[src/sv/assert_macros.svh]
// ----------------------------------------------------------------------------
// Assertion macros
// Clocked property checks on clk_i, disabled while rst_ni is low.
// ----------------------------------------------------------------------------
`ifndef ASSERT_MACROS_SVH
`define ASSERT_MACROS_SVH

`ifndef SYNTHESIS
// prop must hold at every clock edge out of reset
`define ASSERT_CLK(name, prop) \
  name: assert property (@(posedge clk_i) disable iff (!rst_ni) (prop)) \
    else $error("assertion failed");
// expr must never be true at a clock edge out of reset
`define ASSERT_NEVER(name, expr) \
  name: assert property (@(posedge clk_i) disable iff (!rst_ni) !(expr)) \
    else $error("forbidden condition seen");
`else
`define ASSERT_CLK(name, prop)
`define ASSERT_NEVER(name, expr)
`endif

`endif

[src/sv/smp_pkg.sv]
// ----------------------------------------------------------------------------
// smp_pkg
// Types and codes shared by the serial memory programmer parser.
// ----------------------------------------------------------------------------
`timescale 1ns / 1ps

package smp_pkg;

  // Frame parser phases, one-hot
  typedef enum logic [8:0] {
    PH_CMD        = 9'b000000001,
    PH_LEN_LO     = 9'b000000010,
    PH_LEN_HI     = 9'b000000100,
    PH_ADR_LO     = 9'b000001000,
    PH_ADR_HI     = 9'b000010000,
    PH_CNT_LO     = 9'b000100000,
    PH_CNT_HI     = 9'b001000000,
    PH_READ_WAIT  = 9'b010000000,
    PH_WRITE_DATA = 9'b100000000
  } phase_e;

  // Input word source
  localparam logic ITEM_SERIAL = 1'b0;
  localparam logic ITEM_MEM    = 1'b1;

  // Result word kinds
  localparam logic [1:0] RES_SERIAL = 2'd0;
  localparam logic [1:0] RES_READ   = 2'd1;
  localparam logic [1:0] RES_WRITE  = 2'd2;

  // Command codes
  localparam logic [7:0] CMD_READY = 8'h01;
  localparam logic [7:0] CMD_READ  = 8'h02;
  localparam logic [7:0] CMD_WRITE = 8'h03;

  // Reply bytes
  localparam logic [7:0] BYTE_ACK = 8'hFF;
  localparam logic [7:0] BYTE_NAK = 8'hEE;

  typedef struct packed {
    logic [1:0]  kind_res;
    logic [15:0] address;
    logic [7:0]  value_res;
    logic        page_mode;
    logic        chunk_end;
    logic        last;
  } result_t;

endpackage

[src/sv/smp_if.sv]
// ----------------------------------------------------------------------------
// smp_in_if / smp_out_if
// Valid/ready channels of the parser: input words and result words.
// ----------------------------------------------------------------------------
`timescale 1ns / 1ps

interface smp_in_if;
  logic       valid;
  logic       ready;
  logic       kind;
  logic [7:0] value;

  modport source (output valid, output kind, output value, input ready);
  modport sink   (input valid, input kind, input value, output ready);
endinterface

interface smp_out_if;
  logic        valid;
  logic        ready;
  logic [1:0]  kind_res;
  logic [15:0] address;
  logic [7:0]  value_res;
  logic        page_mode;
  logic        chunk_end;
  logic        last;

  modport source (output valid, output kind_res, output address, output value_res,
                  output page_mode, output chunk_end, output last, input ready);
  modport sink   (input valid, input kind_res, input address, input value_res,
                  input page_mode, input chunk_end, input last, output ready);
endinterface

[src/sv/smp_parser.sv]
// ----------------------------------------------------------------------------
// smp_parser
// Frame parser and command sequencer; emits up to two result words per word.
// ----------------------------------------------------------------------------
`timescale 1ns / 1ps
`include "assert_macros.svh"

module smp_parser #(
  parameter int PAGE_BYTES = 64
) (
  input  logic             clk_i,
  input  logic             rst_ni,
  input  logic             accept_i,
  input  logic             kind_i,
  input  logic [7:0]       value_i,
  output smp_pkg::result_t res0_o,
  output smp_pkg::result_t res1_o,
  output logic [1:0]       n_res_o
);
  import smp_pkg::*;

  localparam int PosW  = $clog2(PAGE_BYTES);
  localparam int PageW = $clog2(PAGE_BYTES + 1);
  // ceil(2^32 / PAGE_BYTES): exact quotient for any 16-bit dividend
  localparam logic [31:0] RecipM = 32'(((64'd1 << 32) + PAGE_BYTES - 1) / PAGE_BYTES);

  phase_e            phase_q, phase_d;
  logic [7:0]        cmd_q, cmd_d;
  logic [15:0]       start_q, start_d;
  logic [15:0]       count_q, count_d;
  logic [15:0]       done_q, done_d;
  logic              in_page_q, in_page_d;
  logic [PosW-1:0]   pos_q, pos_d;
  logic [15:0]       quot_q, quot_d;
  logic [PosW-1:0]   smod_q;

  logic [15:0]       adr_full;
  logic [47:0]       prod;
  logic [15:0]       qp;
  logic [15:0]       cnt_full;
  logic [15:0]       nd;
  logic              fin;
  logic              wrap_pos;

  // Chunk starting at done lies in one page: no wrap past 0xFFFF and
  // (start mod P) + n <= P. Chunk starts are multiples of P from start.
  function automatic logic plan_chunk(input logic [15:0] start, input logic [15:0] bc,
                                      input logic [15:0] done, input logic [PosW-1:0] smod);
    logic [15:0]      left;
    logic [PageW-1:0] n;
    logic [16:0]      first;
    logic [17:0]      end_x;
    logic [9:0]       span;
    left  = bc - done;
    n     = (left < 16'(PAGE_BYTES)) ? left[PageW-1:0] : PageW'(PAGE_BYTES);
    first = {1'b0, start} + {1'b0, done};
    end_x = {1'b0, first} + 18'(n);
    span  = 10'(smod) + 10'(n);
    return (end_x <= 18'h10000) && (span <= 10'(PAGE_BYTES));
  endfunction

  assign adr_full = {value_i, start_q[7:0]};
  assign prod     = 48'(adr_full) * 48'(RecipM);
  assign qp       = 16'(quot_q * 16'(PAGE_BYTES));
  assign cnt_full = {value_i, count_q[7:0]};
  assign nd       = done_q + 16'd1;
  assign fin      = (nd == count_q);
  assign wrap_pos = (pos_q == PosW'(PAGE_BYTES - 1));

  always_comb begin
    phase_d   = phase_q;
    cmd_d     = cmd_q;
    start_d   = start_q;
    count_d   = count_q;
    done_d    = done_q;
    in_page_d = in_page_q;
    pos_d     = pos_q;
    quot_d    = quot_q;
    res0_o    = '0;
    res1_o    = '0;
    n_res_o   = 2'd0;

    if (accept_i) begin
      if (phase_q == PH_READ_WAIT) begin
        if (kind_i == ITEM_MEM) begin
          done_d           = nd;
          n_res_o          = 2'd2;
          res0_o.kind_res  = RES_SERIAL;
          res0_o.value_res = value_i;
          res1_o.last      = 1'b1;
          if (fin) begin
            phase_d          = PH_CMD;
            res1_o.kind_res  = RES_SERIAL;
            res1_o.value_res = BYTE_ACK;
          end else begin
            res1_o.kind_res = RES_READ;
            res1_o.address  = start_q + nd;
          end
        end
      end else if (kind_i == ITEM_SERIAL) begin
        case (phase_q)
          PH_CMD: begin
            cmd_d   = value_i;
            phase_d = PH_LEN_LO;
          end
          PH_LEN_LO: begin
            phase_d = PH_LEN_HI;
          end
          PH_LEN_HI: begin
            if (cmd_q == CMD_READ || cmd_q == CMD_WRITE) begin
              phase_d = PH_ADR_LO;
            end else begin
              phase_d          = PH_CMD;
              n_res_o          = 2'd1;
              res0_o.kind_res  = RES_SERIAL;
              res0_o.value_res = (cmd_q == CMD_READY) ? BYTE_ACK : BYTE_NAK;
              res0_o.last      = 1'b1;
            end
          end
          PH_ADR_LO: begin
            start_d = {8'd0, value_i};
            phase_d = PH_ADR_HI;
          end
          PH_ADR_HI: begin
            start_d = adr_full;
            quot_d  = prod[47:32];
            phase_d = PH_CNT_LO;
          end
          PH_CNT_LO: begin
            count_d = {8'd0, value_i};
            phase_d = PH_CNT_HI;
          end
          PH_CNT_HI: begin
            count_d = cnt_full;
            done_d  = 16'd0;
            pos_d   = '0;
            if (cnt_full == 16'd0) begin
              phase_d          = PH_CMD;
              n_res_o          = 2'd1;
              res0_o.kind_res  = RES_SERIAL;
              res0_o.value_res = BYTE_ACK;
              res0_o.last      = 1'b1;
            end else if (cmd_q == CMD_READ) begin
              phase_d         = PH_READ_WAIT;
              n_res_o         = 2'd1;
              res0_o.kind_res = RES_READ;
              res0_o.address  = start_q;
              res0_o.last     = 1'b1;
            end else begin
              phase_d   = PH_WRITE_DATA;
              in_page_d = plan_chunk(start_q, cnt_full, 16'd0, smod_q);
            end
          end
          PH_WRITE_DATA: begin
            done_d           = nd;
            pos_d            = wrap_pos ? '0 : pos_q + PosW'(1);
            res0_o.kind_res  = RES_WRITE;
            res0_o.address   = start_q + done_q;
            res0_o.value_res = value_i;
            res0_o.page_mode = in_page_q;
            res0_o.chunk_end = fin || wrap_pos;
            if (fin) begin
              phase_d          = PH_CMD;
              n_res_o          = 2'd2;
              res1_o.kind_res  = RES_SERIAL;
              res1_o.value_res = BYTE_ACK;
              res1_o.last      = 1'b1;
            end else begin
              n_res_o     = 2'd1;
              res0_o.last = 1'b1;
              if (wrap_pos) begin
                in_page_d = plan_chunk(start_q, count_q, nd, smod_q);
              end
            end
          end
          default: begin
            phase_d = PH_CMD;
          end
        endcase
      end
    end
  end

  always_ff @(posedge clk_i or negedge rst_ni) begin
    if (!rst_ni) begin
      phase_q   <= PH_CMD;
      cmd_q     <= '0;
      start_q   <= '0;
      count_q   <= '0;
      done_q    <= '0;
      in_page_q <= 1'b0;
      pos_q     <= '0;
    end else begin
      phase_q   <= phase_d;
      cmd_q     <= cmd_d;
      start_q   <= start_d;
      count_q   <= count_d;
      done_q    <= done_d;
      in_page_q <= in_page_d;
      pos_q     <= pos_d;
    end
  end

  // start mod P, registered from the registered quotient
  always_ff @(posedge clk_i) begin
    quot_q <= quot_d;
    smod_q <= PosW'(start_q - qp);
  end

  `ASSERT_CLK(a_done_below_count,
    (phase_q == PH_READ_WAIT || phase_q == PH_WRITE_DATA) |-> done_q < count_q)
  `ASSERT_CLK(a_pair_last_on_second, n_res_o == 2'd2 |-> res1_o.last && !res0_o.last)
  `ASSERT_CLK(a_short_cmd_returns,
    (accept_i && phase_q == PH_LEN_HI && kind_i == ITEM_SERIAL && cmd_q != CMD_READ
     && cmd_q != CMD_WRITE) |=> phase_q == PH_CMD)

endmodule

[src/sv/smp_out_queue.sv]
// ----------------------------------------------------------------------------
// smp_out_queue
// Four-word result buffer; takes up to two words per cycle, gives one.
// ----------------------------------------------------------------------------
`timescale 1ns / 1ps
`include "assert_macros.svh"

module smp_out_queue (
  input  logic             clk_i,
  input  logic             rst_ni,
  input  logic [1:0]       push_n_i,
  input  smp_pkg::result_t data0_i,
  input  smp_pkg::result_t data1_i,
  output logic             space_o,
  output logic             valid_o,
  output smp_pkg::result_t data_o,
  input  logic             pop_i
);
  import smp_pkg::*;

  localparam int Depth = 4;

  result_t    mem_q [Depth];
  logic [1:0] wr_ptr_q, rd_ptr_q;
  logic [2:0] count_q;
  logic [1:0] wr_ptr_nx;

  assign wr_ptr_nx = wr_ptr_q + 2'd1;
  assign space_o   = (count_q <= 3'(Depth - 2));
  assign valid_o   = (count_q != 3'd0);
  assign data_o    = mem_q[rd_ptr_q];

  always_ff @(posedge clk_i) begin
    if (push_n_i != 2'd0) begin
      mem_q[wr_ptr_q] <= data0_i;
    end
    if (push_n_i == 2'd2) begin
      mem_q[wr_ptr_nx] <= data1_i;
    end
  end

  always_ff @(posedge clk_i or negedge rst_ni) begin
    if (!rst_ni) begin
      wr_ptr_q <= '0;
      rd_ptr_q <= '0;
      count_q  <= '0;
    end else begin
      wr_ptr_q <= wr_ptr_q + push_n_i;
      rd_ptr_q <= rd_ptr_q + 2'(pop_i);
      count_q  <= count_q + 3'(push_n_i) - 3'(pop_i);
    end
  end

  `ASSERT_CLK(a_count_bound, count_q <= 3'(Depth))
  `ASSERT_CLK(a_pair_fits, push_n_i == 2'd2 |-> count_q <= 3'(Depth - 2))
  `ASSERT_NEVER(a_pop_empty, pop_i && count_q == 3'd0)

endmodule

[src/sv/serial_memory_programmer_parser.sv]
// ----------------------------------------------------------------------------
// serial_memory_programmer_parser
// Parses programmer frames from serial bytes and memory read data, and
// produces serial replies, memory read requests and paged memory writes.
// ----------------------------------------------------------------------------
`timescale 1ns / 1ps

// Channel | Dir | Word
// --------+-----+-----------------------------------------------------------
// in_i    | in  | kind (serial byte / memory data), value
// out_o   | out | kind_res, address, value_res, page_mode, chunk_end, last
//
// Each input word is handled in the cycle it is accepted; its results land in
// a four-word output buffer and leave one per cycle while the output is ready.
// Input ready is high while the buffer has room for two words, so one word per
// cycle goes through while each gives at most one result and the output is
// ready; a word giving two results (read data, final write) sends them in turn.
// Reset (async, active low) returns the parser to waiting for a command byte
// and empties the buffer. A stalled output keeps its word until taken.

module serial_memory_programmer_parser #(
  parameter int PAGE_BYTES = 64
) (
  input  logic      clk_i,
  input  logic      rst_ni,
  smp_in_if.sink    in_i,
  smp_out_if.source out_o
);
  import smp_pkg::*;

  logic       accept;
  logic       pop;
  logic       space;
  logic [1:0] n_res;
  result_t    res0;
  result_t    res1;
  result_t    head;

  // Input handshake: gate only on buffer room, never on parser phase
  assign in_i.ready = space;
  assign accept     = in_i.valid && space;
  assign pop        = out_o.valid && out_o.ready;

  // Frame parser: phase, address, count and chunk bookkeeping
  smp_parser #(
    .PAGE_BYTES(PAGE_BYTES)
  ) u_parser (
    .clk_i   (clk_i),
    .rst_ni  (rst_ni),
    .accept_i(accept),
    .kind_i  (in_i.kind),
    .value_i (in_i.value),
    .res0_o  (res0),
    .res1_o  (res1),
    .n_res_o (n_res)
  );

  // Result buffer decouples the two sides
  smp_out_queue u_out_queue (
    .clk_i   (clk_i),
    .rst_ni  (rst_ni),
    .push_n_i(n_res),
    .data0_i (res0),
    .data1_i (res1),
    .space_o (space),
    .valid_o (out_o.valid),
    .data_o  (head),
    .pop_i   (pop)
  );

  assign out_o.kind_res  = head.kind_res;
  assign out_o.address   = head.address;
  assign out_o.value_res = head.value_res;
  assign out_o.page_mode = head.page_mode;
  assign out_o.chunk_end = head.chunk_end;
  assign out_o.last      = head.last;

endmodule
[src/flat_wrapper.sv]
// flat-port wrapper written by rule: the top's interface ports become plain ports
module serial_memory_programmer_parser_flat import smp_pkg::*;
#(
  parameter int PAGE_BYTES = 64
)
  (clk_i, rst_ni, in_i_valid, in_i_kind, in_i_value, in_i_ready, out_o_valid, out_o_kind_res, out_o_address, out_o_value_res, out_o_page_mode, out_o_chunk_end, out_o_last, out_o_ready);
  smp_in_if in_i_i ();
  smp_out_if out_o_i ();
  input  logic clk_i;
  input  logic rst_ni;
  input wire logic [$bits(in_i_i.valid)-1:0] in_i_valid;
  input wire logic [$bits(in_i_i.kind)-1:0] in_i_kind;
  input wire logic [$bits(in_i_i.value)-1:0] in_i_value;
  output wire logic [$bits(in_i_i.ready)-1:0] in_i_ready;
  output wire logic [$bits(out_o_i.valid)-1:0] out_o_valid;
  output wire logic [$bits(out_o_i.kind_res)-1:0] out_o_kind_res;
  output wire logic [$bits(out_o_i.address)-1:0] out_o_address;
  output wire logic [$bits(out_o_i.value_res)-1:0] out_o_value_res;
  output wire logic [$bits(out_o_i.page_mode)-1:0] out_o_page_mode;
  output wire logic [$bits(out_o_i.chunk_end)-1:0] out_o_chunk_end;
  output wire logic [$bits(out_o_i.last)-1:0] out_o_last;
  input wire logic [$bits(out_o_i.ready)-1:0] out_o_ready;
  assign in_i_i.valid = in_i_valid;
  assign in_i_i.kind = in_i_kind;
  assign in_i_i.value = in_i_value;
  assign in_i_ready = in_i_i.ready;
  assign out_o_valid = out_o_i.valid;
  assign out_o_kind_res = out_o_i.kind_res;
  assign out_o_address = out_o_i.address;
  assign out_o_value_res = out_o_i.value_res;
  assign out_o_page_mode = out_o_i.page_mode;
  assign out_o_chunk_end = out_o_i.chunk_end;
  assign out_o_last = out_o_i.last;
  assign out_o_i.ready = out_o_ready;
  serial_memory_programmer_parser #(.PAGE_BYTES(PAGE_BYTES)) u_core (.clk_i(clk_i), .rst_ni(rst_ni), .in_i(in_i_i), .out_o(out_o_i));
endmodule
[config.mk]
export PLATFORM = sky130hd
export DESIGN_NAME = serial_memory_programmer_parser_flat
export DESIGN_NICKNAME = d
export VERILOG_FILES = /design/src/sv/smp_pkg.sv /design/src/sv/smp_if.sv /design/src/sv/smp_parser.sv /design/src/sv/smp_out_queue.sv /design/src/sv/serial_memory_programmer_parser.sv /design/src/flat_wrapper.sv
export VERILOG_INCLUDE_DIRS = /design/src /design/src/sv
export SDC_FILE = /design/constraint.sdc
export NUM_CORES = 1
export LEC_CHECK = 0
export CORE_MARGIN = 4
export CORE_UTILIZATION = 45
export DETAILED_ROUTE_END_ITERATION = 16
export DONT_BUFFER_PORTS = 1
export GPL_ROUTABILITY_DRIVEN = 0
export PLACE_DENSITY_LB_ADDON = 0.12
export SYNTH_ARGS = -nofsm -noshare
export SYNTH_HDL_FRONTEND = slang
export SYNTH_SLANG_ARGS = --single-unit
[constraint.sdc]
create_clock -name clk_i -period 7.5 [get_ports clk_i]
set_input_delay 0.375 -clock clk_i [delete_from_list [all_inputs] [get_ports clk_i]]
set_output_delay 0.375 -clock clk_i [all_outputs]
set_load 0.02 [all_outputs]
==> summary.md <==
| Metric | Value |
|---|---|
| Status | `finished, final reports clean` |
| Longest Clk Path Bufs | `3` |
| Post-route cell area | `approximately 0.015 mm^2` |
| Initial antenna violation count | `2` |
| Achievable Freq | `~0.14 GHz` |
| Max-cap violations | `0` |
| Core region area | `around 0.03 mm^2` |
| Crit share post-route | `approximately 93%` |
| Clock slew at reported path FFs | `~0.07 ns` |
| Number of CTS-inserted buffers | `24` |
| Ys flop type | `edfxtp_1` |
| WHS Path Cells | `2` |
| Share of cells above drive strength 1 | `11.7%` |
| Startpoint types | `register` |
| Die Ht | `roughly 180 um` |
| Syn Std Cell Area | `between 0.01 and 0.015 mm^2` |
| GRT overflow | `0` |
| Syn Area/Cell | `approximately 10 um^2` |
| P_leak | `6.18 nW` |
| Slowest CP cell | `a2111o_1` |
| CP endpoint kind | `register` |
| Site Rows | `between 60 and 70` |
| Root buffer cell | `clkbuf_16` |
| Inst Count DP | `around 1800` |
| Asr flop ratio synth | `about two fifths` |
| Worst slew margin | `roughly 17%` |
| Fin cells | `between 1500 and 2000` |
| Sequential fraction of the synthesis area | `39.7%` |
| Final Max Tran Viols | `0` |
| Post-placement cell area | `between 0.01 and 0.015 mm^2` |
| Synth Register Bits | `201` |
| Initial Util | `between 40% and 50%` |
| Vias per inst | `approximately 5.9` |
| DRT Wirelength | `40.9 mm` |
| Crit-path leading delay family | `compound AO/OA/AOI/OAI gates` |
| Critical path class | `reg2reg` |
| Min Tclk post-route | `roughly 7 ns` |
| Crit path DAT | `between 7 and 8 ns` |
| Worst Path Buf+Inv | `2` |
| Htree depth | `1` |
| Layout area overhead | `11.4%` |
| Antenna cell count | `0` |
| Final setup TNS | `0 ns` |
| Clock latency on the worst-skew pair | `0.54 ns` |
| DRT Pass-1 Iters | `5` |
| Commonest non-fill, non-tap cell in the layout | `o21ai_0` |
| Vias in the first global route | `between 10000 and 15000` |
| Syn nets | `1508` |
| Gr usage total | `between 20% and 30%` |
| Post-detailed-route count of antenna-violating nets | `0` |
| Fin nets | `1538` |
| Starting DRC count in detailed routing | `roughly 1100` |
| Worst Tran Pin Value | `~1.2 ns` |
| Worst Hold Class | `in2reg` |
| CP Max Fanout | `7` |
| Cells on worst reg2reg path | `28` |
| VDD IR-drop max | `about 0.00016 V` |
| Cell variety after synth | `86` |
| Hpwl dp | `~30 mm` |
| Via count | `about 11000` |
| PwrDens | `277 mW/mm^2` |
| Port Buffers | `0` |
| Io pins | `44` |
| Post-synthesis cell count | `roughly 1400` |
| DIE AREA | `between 0.03 and 0.04 mm^2` |
| Max Clock Skew | `0.0334 ns` |
| Die W | `183 um` |
| Finished Core Util | `51.3%` |
| Finish-stage setup viols | `0` |
| WP data required | `approximately 8.0 ns` |
| Crit-path max cell delay | `around 0.53 ns` |
| Sink Count | `~200` |
| Most frequent cells in the layout | `o21ai_0 (137), nand2_1 (135), inv_1 (108)` |
| Pin count of the biggest net entering global routing | `80` |
| Worst path depth | `28` |
| Worst hold margin | `around 0.011 ns` |
| Final hold viol count | `0` |
| CTS tree | `yes` |
| DRC Markers | `0` |
| Fillers | `approximately 2700` |
| Syn. warnings | `0` |
| First-pass GRT wire length | `63.7 mm` |
| Number of flops mapped to enable cells by yosys | `between 100 and 150` |
| WL per Instance | `approximately 22 um` |
power breakdown:
| group | leakage (nW) | switching [W] | internal, W |
|---|---|---|---|
| Sequential | 2.14 | 0.0000614 | 0.00122 |
| Combinational | 3.65 | 0.00105 | 0.000737 |
| Clock | 0.387 | 0.000477 | 0.000692 |
cells by family (layout without fill, tap and decap cells):
kind of cell / Yosys count / in the layout / synth area share [%]
compound gates: 388 / 388 / 17.9
xor+xnor: 77 / 77 / 5.58
fa+ha+maj: 106 / 106 / 10.8
buf+inv: 158 / 206 / 4.41
flops: 201 / 201 / 39.7
mux: 53 / 53 / 6.65
simple gates: 411 / 411 / 15.0
synth_stat cells (14+ instances only):
| library cell | count | area share (%) |
|---|---|---|
| a21o_1 | 15 | 0.82 |
| a21oi_1 | 53 | 1.9 |
| a22o_1 | 18 | 1.1 |
| and2_1 | 24 | 1.1 |
| clkbuf_1 | 38 | 1.0 |
| dfrtp_1 | 78 | 14 |
| dfxtp_1 | 18 | 2.6 |
| edfxtp_1 | 104 | 23 |
| fa_1 | 22 | 3.2 |
| ha_1 | 79 | 7.2 |
| inv_1 | 108 | 2.9 |
| mux2_2 | 17 | 1.4 |
| mux4_2 | 29 | 4.7 |
| nand2_1 | 135 | 3.7 |
| nand2b_1 | 20 | 0.91 |
| nand3_1 | 34 | 1.2 |
| nor2_1 | 72 | 2.0 |
| nor2b_1 | 14 | 0.64 |
| nor3_1 | 28 | 1.0 |
| o21ai_0 | 140 | 5.1 |
| o21ai_1 | 14 | 0.51 |
| o22ai_1 | 60 | 2.7 |
| xnor2_1 | 39 | 2.5 |
| xor2_1 | 29 | 1.8 |
through the flow:
step           power, W  setup slack, ns
5_1_grt         0.00449         -0.00944
3_5_place_dp    0.00305           0.0328
6_report        0.00424            0.497
2_1_floorplan   0.00265            0.700
4_1_cts         0.00424           0.0240
3_3_place_gp    0.00303            0.254
path summary, 6_finish.rpt:
kind,slack (ns),end,from
max,0.50,u_core.u_parser.in_page_q,u_core.u_parser.done_q[0]
min,0.01,u_core.u_parser.start_q[5],in_i_value[5]
max reg2reg,0.50,u_core.u_parser.in_page_q,u_core.u_parser.done_q[0]
min reg2reg,0.46,u_core.u_out_queue.mem_q[3][1],u_core.u_out_queue.mem_q[3][1]
max in group asynchronous,6.70,u_core.u_parser.done_q[5],rst_ni
min in group asynchronous,0.37,u_core.u_out_queue.rd_ptr_q[1],rst_ni
timing repair:
item,4_1_cts,5_1_grt
buffers inserted,0,1
hold endpoints to repair,116,0
gates resized for setup,0,17
hold buffers,10,0
endpoints found under the setup margin,0,1
layout make-up:
cell class | instances | area (um^2) | area share, %
clock buffer | 34 | 668 | 4.36
clock inverter | 10 | 118 | 0.768
multi-input combinational | 1035 | 7730 | 50.5
inverter | 109 | 409 | 2.67
tap | 390 | 488 | 3.18
sequential | 201 | 5470 | 35.7
timing repair buffer | 53 | 440 | 2.87
metal layers:
metal	global-route usage, %	vias to the layer above	share of wire [%]
li1	-	5202	-
met1	35.2	5263	46
met2	38.3	311	46
met3	3.65	76	5.7
met4	6.29	2	2.9
met5	0	-	0.029
state kept, by name, indices dropped and copies added, names as in the netlist:
register / cells
u_core.u_out_queue.count_q: 3
u_core.u_out_queue.mem_q: 116
u_core.u_out_queue.rd_ptr_q: 2
u_core.u_out_queue.wr_ptr_q: 2
u_core.u_parser.cmd_q: 8
u_core.u_parser.count_q: 16
u_core.u_parser.done_q: 16
u_core.u_parser.in_page_q: 1
u_core.u_parser.phase_q: 9
u_core.u_parser.pos_q: 6
u_core.u_parser.smod_q: 6
u_core.u_parser.start_q: 16
Power figures use the tool's default switching activity.
